## src/rtl/pfr_pkg.sv

```systemverilog
// Package for the PCM frame resampler: widths, codes, state types and the
// control structs shared by the top level and the blend unit. No dependencies.
`timescale 1ns / 1ps

package pfr_pkg;

   localparam int FRAC_BITS   = 10;
   localparam int SAMPLE_W    = 16;
   localparam int FRAME_W     = 32;
   localparam int RATIO_W     = 24;
   localparam int COUNT_W     = 17;
   localparam int PHASE_W     = 32;
   localparam int MODE_W      = 3;
   localparam int CSR_INDEX_W = 3;
   localparam int CSR_DATA_W  = 24;

   localparam logic [PHASE_W-1:0] PHASE_STEP   = PHASE_W'(1) << FRAC_BITS;
   localparam logic [FRAME_W-1:0] SIGN_FLIP    = 32'h8000_8000;
   localparam logic [RATIO_W-1:0] RATIO_RESET  = 24'd1024;
   localparam logic [COUNT_W-1:0] BLOCK_RESET  = 17'd2048;

   typedef enum logic [MODE_W-1:0] {
      MODE_START  = 3'd0,
      MODE_RESUME = 3'd1,
      MODE_PAUSE  = 3'd2,
      MODE_FRAME  = 3'd3,
      MODE_TICK   = 3'd4
   } mode_type;

   typedef enum logic [CSR_INDEX_W-1:0] {
      REG_RATE_RATIO   = 3'd0,
      REG_SIXTEEN_BIT  = 3'd1,
      REG_STEREO       = 3'd2,
      REG_SIGNED_DATA  = 3'd3,
      REG_AUTO_INIT    = 3'd4,
      REG_BLOCK_FRAMES = 3'd5
   } csr_reg_type;

   typedef enum logic [2:0] {
      ST_IDLE,
      ST_LAUNCH,
      ST_LEFT,
      ST_RIGHT,
      ST_DONE
   } ctrl_state_type;

   typedef enum logic [2:0] {
      U_IDLE,
      U_MUL,
      U_ABS,
      U_DIV,
      U_DONE
   } unit_state_type;

   typedef struct packed {
      logic                       start;
      logic signed [SAMPLE_W-1:0] a;
      logic signed [SAMPLE_W-1:0] b;
   } blend_cmd_type;

   typedef struct packed {
      logic                       done;
      logic signed [SAMPLE_W-1:0] q;
   } blend_rsp_type;

endpackage

```

## src/rtl/pfr_req_if.sv

```systemverilog
// Input channel of the PCM frame resampler: valid/ready plus mode and raw word.
// Depends on pfr_pkg for field widths.
`timescale 1ns / 1ps

interface pfr_req_if import pfr_pkg::*; ();
   logic                valid;
   logic                ready;
   logic [MODE_W-1:0]   mode;
   logic [FRAME_W-1:0]  frame_data;

   modport source (output valid, output mode, output frame_data, input ready);
   modport sink   (input valid, input mode, input frame_data, output ready);
endinterface

```

## src/rtl/pfr_rsp_if.sv

```systemverilog
// Result channel of the PCM frame resampler: valid/ready plus samples and flags.
// Depends on pfr_pkg for field widths.
`timescale 1ns / 1ps

interface pfr_rsp_if import pfr_pkg::*; ();
   logic                       valid;
   logic                       ready;
   logic signed [SAMPLE_W-1:0] left;
   logic signed [SAMPLE_W-1:0] right;
   logic                       sample_valid;
   logic                       fetch_request;
   logic                       block_irq;
   logic                       irq_is_16bit;
   logic                       running;

   modport source (output valid, output left, output right, output sample_valid,
                   output fetch_request, output block_irq, output irq_is_16bit,
                   output running, input ready);
   modport sink   (input valid, input left, input right, input sample_valid,
                   input fetch_request, input block_irq, input irq_is_16bit,
                   input running, output ready);
endinterface

```

## src/rtl/pfr_blend_unit.sv

```systemverilog
// Shared blend unit: one signed multiplier and a restoring divider under a small
// sequencer compute trunc((a*(ratio-ph) + b*ph) / ratio) wrapped to 16 bits.
// Depends on pfr_pkg.
`timescale 1ns / 1ps

module pfr_blend_unit import pfr_pkg::*; (
   input  logic                clock,
   input  logic                reset,
   input  blend_cmd_type       cmd,
   input  logic [RATIO_W-1:0]  ratio,
   input  logic [PHASE_W-1:0]  phase,
   output blend_rsp_type       rsp
);

   localparam int OPX_W     = SAMPLE_W + 2;
   localparam int OPY_W     = RATIO_W + 1;
   localparam int PROD_W    = OPX_W + OPY_W;
   localparam int HALF_W    = PHASE_W / 2;
   localparam int ACC_W     = 52;
   localparam int MAG_W     = 50;
   localparam int DIV_STEPS = MAG_W;
   localparam int CNT_W     = 6;

   localparam logic [CNT_W-1:0] STEP_BASE = CNT_W'(0);
   localparam logic [CNT_W-1:0] STEP_LOW  = CNT_W'(1);
   localparam logic [CNT_W-1:0] STEP_HIGH = CNT_W'(2);
   localparam logic [CNT_W-1:0] STEP_LAST = CNT_W'(3);
   localparam logic [CNT_W-1:0] DIV_LAST  = CNT_W'(DIV_STEPS - 1);

   unit_state_type              state_ff, state_in;
   logic [CNT_W-1:0]            cnt_ff, cnt_in;
   logic signed [SAMPLE_W-1:0]  a_ff, a_in;
   logic signed [SAMPLE_W-1:0]  b_ff, b_in;
   logic signed [PROD_W-1:0]    prod_ff, prod_in;
   logic signed [ACC_W-1:0]     acc_ff, acc_in;
   logic                        neg_ff, neg_in;
   logic [RATIO_W-1:0]          rem_ff, rem_in;
   logic [MAG_W-1:0]            dvd_ff, dvd_in;
   logic [SAMPLE_W-1:0]         quot_ff, quot_in;

   logic                        take_start;
   logic signed [OPX_W-1:0]     diff_ab;
   logic signed [OPX_W-1:0]     op_x;
   logic signed [OPY_W-1:0]     op_y;
   logic signed [ACC_W-1:0]     prod_ext;
   logic signed [ACC_W-1:0]     prod_hi;
   logic [ACC_W-1:0]            mag;
   logic [RATIO_W:0]            trial;
   logic [RATIO_W+1:0]          trial_diff;

   function automatic logic [OPX_W-1:0] cmd_b_ext(input logic signed [SAMPLE_W-1:0] v);
      return {{(OPX_W-SAMPLE_W){v[SAMPLE_W-1]}}, v};
   endfunction

   assign take_start = cmd.start && (state_ff == U_IDLE || state_ff == U_DONE);

   // Next state
   always_comb begin
      state_in = state_ff;
      case (state_ff)
         U_IDLE:  if (cmd.start) state_in = U_MUL;
         U_MUL:   if (cnt_ff == STEP_LAST) state_in = U_ABS;
         U_ABS:   state_in = U_DIV;
         U_DIV:   if (cnt_ff == DIV_LAST) state_in = U_DONE;
         U_DONE:  state_in = cmd.start ? U_MUL : U_IDLE;
         default: state_in = U_IDLE;
      endcase
   end

   // Outputs
   always_comb begin
      rsp.done = (state_ff == U_DONE);
      rsp.q    = neg_ff ? $signed(SAMPLE_W'(~quot_ff + SAMPLE_W'(1))) : $signed(quot_ff);
   end

   // Datapath
   always_comb begin
      diff_ab  = $signed({cmd_b_ext(b_ff)}) - $signed({cmd_b_ext(a_ff)});
      op_x     = (cnt_ff == STEP_BASE) ? $signed(cmd_b_ext(a_ff)) : diff_ab;
      if (cnt_ff == STEP_BASE) begin
         op_y = $signed({1'b0, ratio});
      end else if (cnt_ff == STEP_LOW) begin
         op_y = $signed({{(OPY_W-HALF_W){1'b0}}, phase[HALF_W-1:0]});
      end else begin
         op_y = $signed({{(OPY_W-HALF_W){1'b0}}, phase[PHASE_W-1:HALF_W]});
      end
      prod_in  = op_x * op_y;
      prod_ext = $signed({{(ACC_W-PROD_W){prod_ff[PROD_W-1]}}, prod_ff});
      prod_hi  = $signed({prod_ff[ACC_W-HALF_W-1:0], {HALF_W{1'b0}}});
      mag      = acc_ff[ACC_W-1] ? ACC_W'(-acc_ff) : ACC_W'(acc_ff);
      trial      = {rem_ff, dvd_ff[MAG_W-1]};
      trial_diff = {1'b0, trial} - {2'b00, ratio};

      a_in    = a_ff;
      b_in    = b_ff;
      cnt_in  = cnt_ff;
      acc_in  = acc_ff;
      neg_in  = neg_ff;
      rem_in  = rem_ff;
      dvd_in  = dvd_ff;
      quot_in = quot_ff;

      if (take_start) begin
         a_in   = cmd.a;
         b_in   = cmd.b;
         cnt_in = '0;
      end else begin
         case (state_ff)
            U_MUL: begin
               cnt_in = (cnt_ff == STEP_LAST) ? '0 : cnt_ff + CNT_W'(1);
               // product of the previous step lands in the accumulator
               if (cnt_ff == STEP_LOW) begin
                  acc_in = prod_ext;
               end else if (cnt_ff == STEP_HIGH) begin
                  acc_in = acc_ff + prod_ext;
               end else if (cnt_ff == STEP_LAST) begin
                  acc_in = acc_ff + prod_hi;
               end
            end
            U_ABS: begin
               neg_in = acc_ff[ACC_W-1];
               dvd_in = mag[MAG_W-1:0];
               rem_in = '0;
               cnt_in = '0;
            end
            U_DIV: begin
               cnt_in = cnt_ff + CNT_W'(1);
               dvd_in = {dvd_ff[MAG_W-2:0], 1'b0};
               if (!trial_diff[RATIO_W+1]) begin
                  rem_in  = trial_diff[RATIO_W-1:0];
                  quot_in = {quot_ff[SAMPLE_W-2:0], 1'b1};
               end else begin
                  rem_in  = trial[RATIO_W-1:0];
                  quot_in = {quot_ff[SAMPLE_W-2:0], 1'b0};
               end
            end
            default: cnt_in = '0;
         endcase
      end
   end

   always_ff @(posedge clock) begin
      if (reset) begin
         state_ff <= U_IDLE;
         cnt_ff   <= '0;
      end else begin
         state_ff <= state_in;
         cnt_ff   <= cnt_in;
      end
   end

   always_ff @(posedge clock) begin
      a_ff    <= a_in;
      b_ff    <= b_in;
      prod_ff <= prod_in;
      acc_ff  <= acc_in;
      neg_ff  <= neg_in;
      rem_ff  <= rem_in;
      dvd_ff  <= dvd_in;
      quot_ff <= quot_in;
   end

   a_start_when_free: assert property (@(posedge clock) disable iff (reset)
      cmd.start |-> (state_ff == U_IDLE || state_ff == U_DONE))
      else $error("blend unit started while busy");

   a_done_single: assert property (@(posedge clock) disable iff (reset)
      rsp.done |=> !rsp.done)
      else $error("blend unit done held for more than one cycle");

   a_div_bounded: assert property (@(posedge clock) disable iff (reset)
      (state_ff == U_DIV) |-> (cnt_ff <= DIV_LAST))
      else $error("blend unit divide step count out of range");

endmodule

```

## src/rtl/pcm_frame_resampler.sv

```systemverilog
// Non-tick items: result registered in the cycle after the transfer. Output
// tick: the shared multiply/restoring-divide unit blends left then right, and
// the result loads once the output is free; no new item is taken until then.
// Reset (synchronous, active high) clears all frame state and loads register
// defaults: rate ratio 1024, block 2048 frames, 8-bit mono unsigned, no auto-init.
`timescale 1ns / 1ps

module pcm_frame_resampler import pfr_pkg::*; (
   input  logic                   clock,
   input  logic                   reset,
   pfr_req_if.sink                req_bus,
   pfr_rsp_if.source              rsp_bus,
   input  logic                   csr_write_enable,
   input  logic [CSR_INDEX_W-1:0] csr_index,
   input  logic [CSR_DATA_W-1:0]  csr_write_data
);

   // Configuration
   logic [RATIO_W-1:0] rate_ratio_ff, rate_ratio_in;
   logic               sixteen_bit_ff, sixteen_bit_in;
   logic               stereo_ff, stereo_in;
   logic               signed_data_ff, signed_data_in;
   logic               auto_init_ff, auto_init_in;
   logic [COUNT_W-1:0] block_frames_ff, block_frames_in;

   // Transfer state
   logic [FRAME_W-1:0] prev_frame_ff, prev_frame_in;
   logic [FRAME_W-1:0] cur_frame_ff, cur_frame_in;
   logic [FRAME_W-1:0] arrived_frame_ff, arrived_frame_in;
   logic               frame_ready_ff, frame_ready_in;
   logic               fetch_outstanding_ff, fetch_outstanding_in;
   logic [PHASE_W-1:0] phase_count_ff, phase_count_in;
   logic [COUNT_W-1:0] frames_left_ff, frames_left_in;
   logic               enabled_ff, enabled_in;
   logic               block_done_ff, block_done_in;

   // Tick bookkeeping
   logic [PHASE_W-1:0] ph_blend_ff, ph_blend;
   logic               pend_fetch_ff, pend_irq_ff, pend_irq16_ff, pend_running_ff;
   logic signed [SAMPLE_W-1:0] left_q_ff, right_q_ff;

   // Output register
   logic                       rsp_valid_ff, rsp_valid_in;
   logic signed [SAMPLE_W-1:0] rsp_left_ff, rsp_right_ff;
   logic                       rsp_sample_valid_ff, rsp_fetch_ff, rsp_irq_ff;
   logic                       rsp_irq16_ff, rsp_running_ff;

   ctrl_state_type     state_ff, state_in;
   blend_cmd_type      blend_cmd;
   blend_rsp_type      blend_rsp;

   logic               step_en, is_tick, slot_free;
   logic               load_now, load_tick, capture_left, capture_right;
   logic [RATIO_W-1:0] ratio_eff;
   logic               consume, stopped;
   logic [COUNT_W-1:0] count_dec;
   logic               fetch_now, irq_now, irq16_now;

   function automatic logic [FRAME_W-1:0] unpack_frame(input logic [FRAME_W-1:0] d,
                                                       input logic st, input logic s16,
                                                       input logic sgn);
      logic [FRAME_W-1:0] s;
      if (st) begin
         s = s16 ? d : {d[31:24], 8'h00, d[23:16], 8'h00};
      end else begin
         s = s16 ? {d[31:16], d[31:16]} : {d[31:24], 8'h00, d[31:24], 8'h00};
      end
      if (!sgn) s = s ^ SIGN_FLIP;
      return s;
   endfunction

   assign slot_free = !rsp_valid_ff || rsp_bus.ready;
   assign step_en   = req_bus.valid && req_bus.ready;
   assign is_tick   = (req_bus.mode == MODE_TICK);
   assign ratio_eff = (rate_ratio_ff == '0) ? RATIO_W'(1) : rate_ratio_ff;
   assign count_dec = frames_left_ff - COUNT_W'(1);
   assign load_now  = step_en && !is_tick;

   // Frame state update on each transfer, then register writes
   always_comb begin
      rate_ratio_in        = rate_ratio_ff;
      sixteen_bit_in       = sixteen_bit_ff;
      stereo_in            = stereo_ff;
      signed_data_in       = signed_data_ff;
      auto_init_in         = auto_init_ff;
      block_frames_in      = block_frames_ff;
      prev_frame_in        = prev_frame_ff;
      cur_frame_in         = cur_frame_ff;
      arrived_frame_in     = arrived_frame_ff;
      frame_ready_in       = frame_ready_ff;
      fetch_outstanding_in = fetch_outstanding_ff;
      phase_count_in       = phase_count_ff;
      frames_left_in       = frames_left_ff;
      enabled_in           = enabled_ff;
      block_done_in        = block_done_ff;
      ph_blend             = phase_count_ff;
      consume              = 1'b0;
      stopped              = 1'b0;
      fetch_now            = 1'b0;
      irq_now              = 1'b0;
      irq16_now            = 1'b0;

      if (step_en) begin
         case (req_bus.mode)
            MODE_START, MODE_RESUME: begin
               if (req_bus.mode == MODE_START) frames_left_in = block_frames_ff;
               block_done_in = 1'b0;
               if (!enabled_ff) begin
                  enabled_in           = 1'b1;
                  prev_frame_in        = '0;
                  cur_frame_in         = '0;
                  arrived_frame_in     = '0;
                  frame_ready_in       = 1'b0;
                  phase_count_in       = '0;
                  fetch_outstanding_in = 1'b1;
                  fetch_now            = 1'b1;
               end
            end
            MODE_PAUSE: begin
               enabled_in           = 1'b0;
               prev_frame_in        = '0;
               cur_frame_in         = '0;
               arrived_frame_in     = '0;
               frame_ready_in       = 1'b0;
               fetch_outstanding_in = 1'b0;
               phase_count_in       = '0;
            end
            MODE_FRAME: begin
               // drop frames that arrive while stopped
               if (enabled_ff) begin
                  arrived_frame_in     = unpack_frame(req_bus.frame_data, stereo_ff,
                                                      sixteen_bit_ff, signed_data_ff);
                  frame_ready_in       = 1'b1;
                  fetch_outstanding_in = 1'b0;
               end
            end
            MODE_TICK: begin
               consume = frame_ready_ff && (phase_count_ff >= PHASE_W'(ratio_eff));
               if (consume) begin
                  prev_frame_in  = cur_frame_ff;
                  cur_frame_in   = arrived_frame_ff;
                  frame_ready_in = 1'b0;
                  ph_blend       = phase_count_ff - PHASE_W'(ratio_eff);
                  frames_left_in = count_dec;
                  if (count_dec == '0) begin
                     block_done_in = 1'b1;
                     irq_now       = 1'b1;
                     irq16_now     = sixteen_bit_ff;
                     if (auto_init_ff) begin
                        frames_left_in = block_frames_ff;
                     end else begin
                        // block end: stop and drop the format
                        enabled_in           = 1'b0;
                        prev_frame_in        = '0;
                        cur_frame_in         = '0;
                        arrived_frame_in     = '0;
                        frame_ready_in       = 1'b0;
                        fetch_outstanding_in = 1'b0;
                        ph_blend             = '0;
                        sixteen_bit_in       = 1'b0;
                        stereo_in            = 1'b0;
                        signed_data_in       = 1'b0;
                        stopped              = 1'b1;
                     end
                  end
                  if (!stopped && enabled_ff && !fetch_outstanding_ff) begin
                     fetch_outstanding_in = 1'b1;
                     fetch_now            = 1'b1;
                  end
               end
               phase_count_in = ph_blend + PHASE_STEP;
            end
            default: ;
         endcase
      end

      if (csr_write_enable) begin
         case (csr_index)
            REG_RATE_RATIO:   rate_ratio_in   = csr_write_data[RATIO_W-1:0];
            REG_SIXTEEN_BIT:  sixteen_bit_in  = csr_write_data[0];
            REG_STEREO:       stereo_in       = csr_write_data[0];
            REG_SIGNED_DATA:  signed_data_in  = csr_write_data[0];
            REG_AUTO_INIT:    auto_init_in    = csr_write_data[0];
            REG_BLOCK_FRAMES: block_frames_in = csr_write_data[COUNT_W-1:0];
            default: ;
         endcase
      end
   end

   // Sequencer next state
   always_comb begin
      state_in = state_ff;
      case (state_ff)
         ST_IDLE:   if (step_en && is_tick) state_in = ST_LAUNCH;
         ST_LAUNCH: state_in = ST_LEFT;
         ST_LEFT:   if (blend_rsp.done) state_in = ST_RIGHT;
         ST_RIGHT:  if (blend_rsp.done) state_in = ST_DONE;
         ST_DONE:   if (slot_free) state_in = ST_IDLE;
         default:   state_in = ST_IDLE;
      endcase
   end

   // Sequencer outputs
   always_comb begin
      req_bus.ready   = 1'b0;
      blend_cmd.start = 1'b0;
      blend_cmd.a     = $signed(prev_frame_ff[SAMPLE_W-1:0]);
      blend_cmd.b     = $signed(cur_frame_ff[SAMPLE_W-1:0]);
      capture_left    = 1'b0;
      capture_right   = 1'b0;
      load_tick       = 1'b0;
      case (state_ff)
         ST_IDLE:   req_bus.ready = slot_free;
         ST_LAUNCH: blend_cmd.start = 1'b1;
         ST_LEFT: begin
            blend_cmd.a     = $signed(prev_frame_ff[FRAME_W-1:SAMPLE_W]);
            blend_cmd.b     = $signed(cur_frame_ff[FRAME_W-1:SAMPLE_W]);
            blend_cmd.start = blend_rsp.done;
            capture_left    = blend_rsp.done;
         end
         ST_RIGHT:  capture_right = blend_rsp.done;
         ST_DONE:   load_tick = slot_free;
         default: ;
      endcase
   end

   pfr_blend_unit u_blend (
      .clock (clock),
      .reset (reset),
      .cmd   (blend_cmd),
      .ratio (ratio_eff),
      .phase (ph_blend_ff),
      .rsp   (blend_rsp)
   );

   always_comb begin
      rsp_valid_in = rsp_valid_ff;
      if (load_now || load_tick) begin
         rsp_valid_in = 1'b1;
      end else if (rsp_bus.ready) begin
         rsp_valid_in = 1'b0;
      end
   end

   always_ff @(posedge clock) begin
      if (reset) begin
         rate_ratio_ff        <= RATIO_RESET;
         sixteen_bit_ff       <= 1'b0;
         stereo_ff            <= 1'b0;
         signed_data_ff       <= 1'b0;
         auto_init_ff         <= 1'b0;
         block_frames_ff      <= BLOCK_RESET;
         prev_frame_ff        <= '0;
         cur_frame_ff         <= '0;
         arrived_frame_ff     <= '0;
         frame_ready_ff       <= 1'b0;
         fetch_outstanding_ff <= 1'b0;
         phase_count_ff       <= '0;
         frames_left_ff       <= '0;
         enabled_ff           <= 1'b0;
         block_done_ff        <= 1'b0;
         state_ff             <= ST_IDLE;
         rsp_valid_ff         <= 1'b0;
      end else begin
         rate_ratio_ff        <= rate_ratio_in;
         sixteen_bit_ff       <= sixteen_bit_in;
         stereo_ff            <= stereo_in;
         signed_data_ff       <= signed_data_in;
         auto_init_ff         <= auto_init_in;
         block_frames_ff      <= block_frames_in;
         prev_frame_ff        <= prev_frame_in;
         cur_frame_ff         <= cur_frame_in;
         arrived_frame_ff     <= arrived_frame_in;
         frame_ready_ff       <= frame_ready_in;
         fetch_outstanding_ff <= fetch_outstanding_in;
         phase_count_ff       <= phase_count_in;
         frames_left_ff       <= frames_left_in;
         enabled_ff           <= enabled_in;
         block_done_ff        <= block_done_in;
         state_ff             <= state_in;
         rsp_valid_ff         <= rsp_valid_in;
      end
   end

   // Payload registers
   always_ff @(posedge clock) begin
      if (step_en && is_tick) begin
         ph_blend_ff     <= ph_blend;
         pend_fetch_ff   <= fetch_now;
         pend_irq_ff     <= irq_now;
         pend_irq16_ff   <= irq16_now;
         pend_running_ff <= enabled_in;
      end
      if (capture_left)  left_q_ff  <= blend_rsp.q;
      if (capture_right) right_q_ff <= blend_rsp.q;
      if (load_now) begin
         rsp_left_ff         <= '0;
         rsp_right_ff        <= '0;
         rsp_sample_valid_ff <= 1'b0;
         rsp_fetch_ff        <= fetch_now;
         rsp_irq_ff          <= 1'b0;
         rsp_irq16_ff        <= 1'b0;
         rsp_running_ff      <= enabled_in;
      end else if (load_tick) begin
         rsp_left_ff         <= left_q_ff;
         rsp_right_ff        <= right_q_ff;
         rsp_sample_valid_ff <= 1'b1;
         rsp_fetch_ff        <= pend_fetch_ff;
         rsp_irq_ff          <= pend_irq_ff;
         rsp_irq16_ff        <= pend_irq16_ff;
         rsp_running_ff      <= pend_running_ff;
      end
   end

   assign rsp_bus.valid         = rsp_valid_ff;
   assign rsp_bus.left          = rsp_left_ff;
   assign rsp_bus.right         = rsp_right_ff;
   assign rsp_bus.sample_valid  = rsp_sample_valid_ff;
   assign rsp_bus.fetch_request = rsp_fetch_ff;
   assign rsp_bus.block_irq     = rsp_irq_ff;
   assign rsp_bus.irq_is_16bit  = rsp_irq16_ff;
   assign rsp_bus.running       = rsp_running_ff;

   a_tick_launches: assert property (@(posedge clock) disable iff (reset)
      (step_en && is_tick) |=> (state_ff == ST_LAUNCH))
      else $error("output tick did not start the blend sequence");

   a_plain_result: assert property (@(posedge clock) disable iff (reset)
      (step_en && !is_tick) |=> (rsp_valid_ff && !rsp_sample_valid_ff))
      else $error("non-tick transfer did not produce a result");

   a_idle_pipeline: assert property (@(posedge clock) disable iff (reset)
      (frame_ready_ff || fetch_outstanding_ff) |-> enabled_ff)
      else $error("frame pipeline active while transfer disabled");

endmodule

```

## src/flat_wrapper.sv

```systemverilog
// flat-port wrapper written by rule: the top's interface ports become plain ports
module pcm_frame_resampler_flat import pfr_pkg::*;
  (clock, reset, csr_write_enable, csr_index, csr_write_data, req_bus_valid, req_bus_mode, req_bus_frame_data, req_bus_ready, rsp_bus_valid, rsp_bus_left, rsp_bus_right, rsp_bus_sample_valid, rsp_bus_fetch_request, rsp_bus_block_irq, rsp_bus_irq_is_16bit, rsp_bus_running, rsp_bus_ready);
  pfr_req_if req_bus_i ();
  pfr_rsp_if rsp_bus_i ();
  input  logic clock;
  input  logic reset;
  input  logic csr_write_enable;
  input  logic [CSR_INDEX_W-1:0] csr_index;
  input  logic [CSR_DATA_W-1:0] csr_write_data;
  input wire logic [$bits(req_bus_i.valid)-1:0] req_bus_valid;
  input wire logic [$bits(req_bus_i.mode)-1:0] req_bus_mode;
  input wire logic [$bits(req_bus_i.frame_data)-1:0] req_bus_frame_data;
  output wire logic [$bits(req_bus_i.ready)-1:0] req_bus_ready;
  output wire logic [$bits(rsp_bus_i.valid)-1:0] rsp_bus_valid;
  output wire logic [$bits(rsp_bus_i.left)-1:0] rsp_bus_left;
  output wire logic [$bits(rsp_bus_i.right)-1:0] rsp_bus_right;
  output wire logic [$bits(rsp_bus_i.sample_valid)-1:0] rsp_bus_sample_valid;
  output wire logic [$bits(rsp_bus_i.fetch_request)-1:0] rsp_bus_fetch_request;
  output wire logic [$bits(rsp_bus_i.block_irq)-1:0] rsp_bus_block_irq;
  output wire logic [$bits(rsp_bus_i.irq_is_16bit)-1:0] rsp_bus_irq_is_16bit;
  output wire logic [$bits(rsp_bus_i.running)-1:0] rsp_bus_running;
  input wire logic [$bits(rsp_bus_i.ready)-1:0] rsp_bus_ready;
  assign req_bus_i.valid = req_bus_valid;
  assign req_bus_i.mode = req_bus_mode;
  assign req_bus_i.frame_data = req_bus_frame_data;
  assign req_bus_ready = req_bus_i.ready;
  assign rsp_bus_valid = rsp_bus_i.valid;
  assign rsp_bus_left = rsp_bus_i.left;
  assign rsp_bus_right = rsp_bus_i.right;
  assign rsp_bus_sample_valid = rsp_bus_i.sample_valid;
  assign rsp_bus_fetch_request = rsp_bus_i.fetch_request;
  assign rsp_bus_block_irq = rsp_bus_i.block_irq;
  assign rsp_bus_irq_is_16bit = rsp_bus_i.irq_is_16bit;
  assign rsp_bus_running = rsp_bus_i.running;
  assign rsp_bus_i.ready = rsp_bus_ready;
  pcm_frame_resampler u_core (.clock(clock), .reset(reset), .req_bus(req_bus_i), .rsp_bus(rsp_bus_i), .csr_write_enable(csr_write_enable), .csr_index(csr_index), .csr_write_data(csr_write_data));
endmodule
```

## config.mk

```make
export PLATFORM = sky130hd
export DESIGN_NAME = pcm_frame_resampler_flat
export DESIGN_NICKNAME = d
export VERILOG_FILES = /design/src/rtl/pfr_pkg.sv /design/src/rtl/pfr_req_if.sv /design/src/rtl/pfr_rsp_if.sv /design/src/rtl/pfr_blend_unit.sv /design/src/rtl/pcm_frame_resampler.sv /design/src/flat_wrapper.sv
export SDC_FILE = /design/constraint.sdc
export NUM_CORES = 2
export LEC_CHECK = 0
export BUFFER_PORTS_ARGS = -buffer_cell sky130_fd_sc_hd__buf_4
export CAP_MARGIN = 0
export CORE_ASPECT_RATIO = 0.5
export CORE_UTILIZATION = 50
export CTS_CLUSTER_DIAMETER = 30
export DETAILED_ROUTE_END_ITERATION = 10
export GPL_TIMING_DRIVEN = 0
export MAX_ROUTING_LAYER = met4
export PLACE_DENSITY_LB_ADDON = 0.12
export SYNTH_ARGS = -nofsm -noshare
export SYNTH_HDL_FRONTEND = slang
export SYNTH_SLANG_ARGS = --single-unit
```

## constraint.sdc

```tcl
create_clock -name clock -period 12.63 [get_ports clock]
set_input_delay 1.263 -clock clock [delete_from_list [all_inputs] [get_ports clock]]
set_output_delay 1.263 -clock clock [all_outputs]
set_load 0.005 [all_outputs]
```

==> summary.md <==
| Metric | Value |
|---|---|
| Leakage | 21.35 nW |
| Hold Crit Class | register to register |
| Port bufs | 102 |
| Peak supply drop | 0.09740 mV |
| Post-layout minimum cycle time | 11860 ps |
| Highest clock rate | 84.32 MHz |
| FP Rows | 77 |
| Die ar. | 0.09068 sq mm |
| Initial DRC Count | 3621 |
| Worst setup EP type | register |
| Worst skew pair latency | 700 ps |
| Antenna-violating nets left | 0 |
| Grt ovf | 0 |
| Share of the synthesized area in the top cell type | 0.1646 |
| Slew @ Worst Pin | 1415 ps |
| Largest net degree at the start of global routing | 37 |
| Hpwl dp | 118.9 mm |
| Compound-Gate Fraction of Synth Area | 0.1600 |
| Maxcap violations | 0 |
| Worst Skew | 39.28 ps |
| Setup CP Type | register to register |
| Cells after Synth | 5198 |
| Post-synthesis simple-gate area fraction | 0.1746 |
| Syn avg cell area | 8.600 sq um |
| CTS HTree Levels | 3 |
| Gpl congestion | 1.005 |
| CTS tree | yes |
| Synth-to-Final Area Change | 12.39% |
| Share of layout cells above drive strength 1 | 0.06445 |
| First-pass GRT wire length | 221.7 mm |
| Tcrit/Tclk final | 0.9390 |
| Startpoint types | register |
| Via count | 38590 |
| Commonest non-fill, non-tap cell in the layout | nand2_1 |
| Slowest CP cell | a31oi_1 |
| Die width | 424.9 um |
| DR WL/cell | 22.12 um |
| Post-Synth Adder-Cell Area | 0.2444 |
| Ys flop type | dfxtp_1 |
| Fin. Hold Viols | 0 |
| # clock sinks | 529 |
| Root Driver | clkbuf_16 |
| Final TNS setup | 0 ps |
| Cts bufs inserted | 87 |
| Nets@finish | 6130 |
| Antenna violations before repair | 4 |
| Vias per cell | 5.792 |
| Core Region | 0.08844 sq mm |
| Max-slew violation count | 0 |
| DRC | 0 |
| I/O pin count | 106 |
| Total power per unit cell area | 101.8 mW/mm^2 |
| Vias in the first global route | 36640 |
| Status | finished, final reports clean |
| Rel. slew slack | 0.05256 |
| Mapped cell area | 0.04471 sq mm |
| Main combinational cell family by area after synthesis | adder cells |
| Async SR Flop Fraction | 0 |
| Clock transition at the registers of the reported paths | 60 ps |
| Syn nets | 5924 |
| Initial Utilization | 0.5055 |
| Die Ht | 213.4 um |
| Final-report setup violation count | 0 |
| Arrival @ worst endpoint | 12460 ps |
| Area leader, netlist | edfxtp_1 |
| Maximum clock path buffer count | 3 |
| Final core utilization | 0.5681 |
| WL final | 147.4 mm |
| Max incr delay on CP | 1130 ps |
| Req. time, crit path | 13230 ps |
| Post-Synth XOR/XNOR Area | 0.04388 |
| Seq/Total Area, Yosys | 0.2917 |
| CP Max Fanout | 10 |
| YS warnings | 0 |
| Synth top area cells | edfxtp_1 16%, fa_1 16%, dfxtp_1 13% |
| Unrepaired setup endpoints after global routing | no |
| Post-synth EDFFs | 245 |
| Post-synthesis mux area share | 0.01900 |
| Post-synth cell types | 88 |
| GRT Total Usage | 0.3330 |
| Crit path top cell by count | fa_1 |
| Most frequent cells in the layout | 875 x nand2_1, 537 x inv_1, 390 x a21oi_1, 384 x nor2_1, 357 x fa_1 |
| Register bit total from synthesis | 529 |
| Pre-antenna DRT Iters | 6 |
## routing by layer
metal	vias up	wire (um)	global-route usage
li1	18120	-	-
met1	18740	68690	0.4712
met5	-	0	-
met3	263	12400	0.06482
met4	0	4632	0.1048
met2	1462	61640	0.4787
## registers in the layout, summed over array words and instances (netlist names), 17 cells and up
register and cells:
u_core.arrived_frame_ff 32, u_core.block_frames_ff 17, u_core.cur_frame_ff 32, u_core.frames_left_ff 17, u_core.ph_blend_ff 32, u_core.phase_count_ff 32, u_core.prev_frame_ff 32, u_core.rate_ratio_ff 24
u_core.u_blend.acc_ff 52, u_core.u_blend.dvd_ff 50, u_core.u_blend.prod_ff 43, u_core.u_blend.rem_ff 24
## critical path: cells and delay by family, from the launching register on
kind	cells	cell delay, ps
simple gates	4	1580
buf+inv	8	2270
compound gates	11	3980
fa+ha+maj	7	3400
flops	1	350
xor+xnor	1	140
## kinds of logic (layout without fill, tap and decap cells)
| group | after synthesis | count (layout) |
|---|---|---|
| flops | 529 | 529 |
| xor+xnor | 224 | 224 |
| simple gates | 1773 | 1773 |
| fa+ha+maj | 659 | 659 |
| compound gates | 1150 | 1150 |
| buf+inv | 784 | 1063 |
| mux | 79 | 79 |
| other cells | 0 | 1 |
## power by group
part	internal (mW)	switching, mW
logic	0.294	0.481
registers	1.82	0.0457
clock network	1.53	0.945
## worst paths after layout
kind	from	to	slack, ps	depth (start not counted)
min reg2reg	u_core.prev_frame_ff[0]$_SDFFE_PP0P_	u_core.prev_frame_ff[0]$_SDFFE_PP0P_	450	2
min	u_core.prev_frame_ff[0]$_SDFFE_PP0P_	u_core.prev_frame_ff[0]$_SDFFE_PP0P_	450	2
max	u_core.u_blend.cnt_ff[2]$_SDFF_PP0_	u_core.u_blend.prod_ff[41]$_DFF_P_	770	31
max reg2reg	u_core.u_blend.cnt_ff[2]$_SDFF_PP0_	u_core.u_blend.prod_ff[41]$_DFF_P_	770	31
## synth_stat cells (21+ instances only)
master	number
a21o_1	87
o21bai_1	24
o21ai_0	261
and2_1	23
o31ai_1	43
nand3_1	119
o21a_1	53
nor4_1	22
dfxtp_1	284
nor2_1	386
mux2i_1	32
a21oi_1	390
nor3_1	100
nand4_1	24
and3_1	21
a31oi_1	31
or3_1	24
a22oi_1	44
xnor2_1	109
nand2b_1	53
xor2_1	115
nor2b_1	47
mux2_2	47
inv_1	537
clkbuf_1	221
nand2_1	875
edfxtp_1	245
a211oi_1	28
ha_1	302
fa_1	357
## stage by stage
stage,instance area [sq um],worst slack [ps],total power [mW],instances,hold WS [ps]
floorplan,44710,3356,2.420,5198,424.4
global placement,46950,794.2,2.649,6485,434.6
detailed placement,47180,813.2,2.659,6500,440.8
CTS,50230,775.2,5.135,6662,448.4
global route,50240,96.94,5.304,6663,465.4
finish,50240,770.6,5.114,6663,449.7
## layout make-up
type | count | area, sq um
fillers | 8170 | 38200
multi-input cells | 3885 | 28740
flip-flops and latches | 529 | 13040
clock buffers | 105 | 2392
inverters | 545 | 2046
well taps | 1185 | 1483
repair buffers | 117 | 957.2
plain buffers | 239 | 925.9
clock inverters | 57 | 654.4
diodes | 1 | 2.502
## repair_timing
action                                  CTS  global route
endpoints found under the setup margin    0             1
hold buffers                              0             0
resized for setup                         0             1
buffers inserted                          0             0
Note: power is estimated with default switching activity, not from simulation.
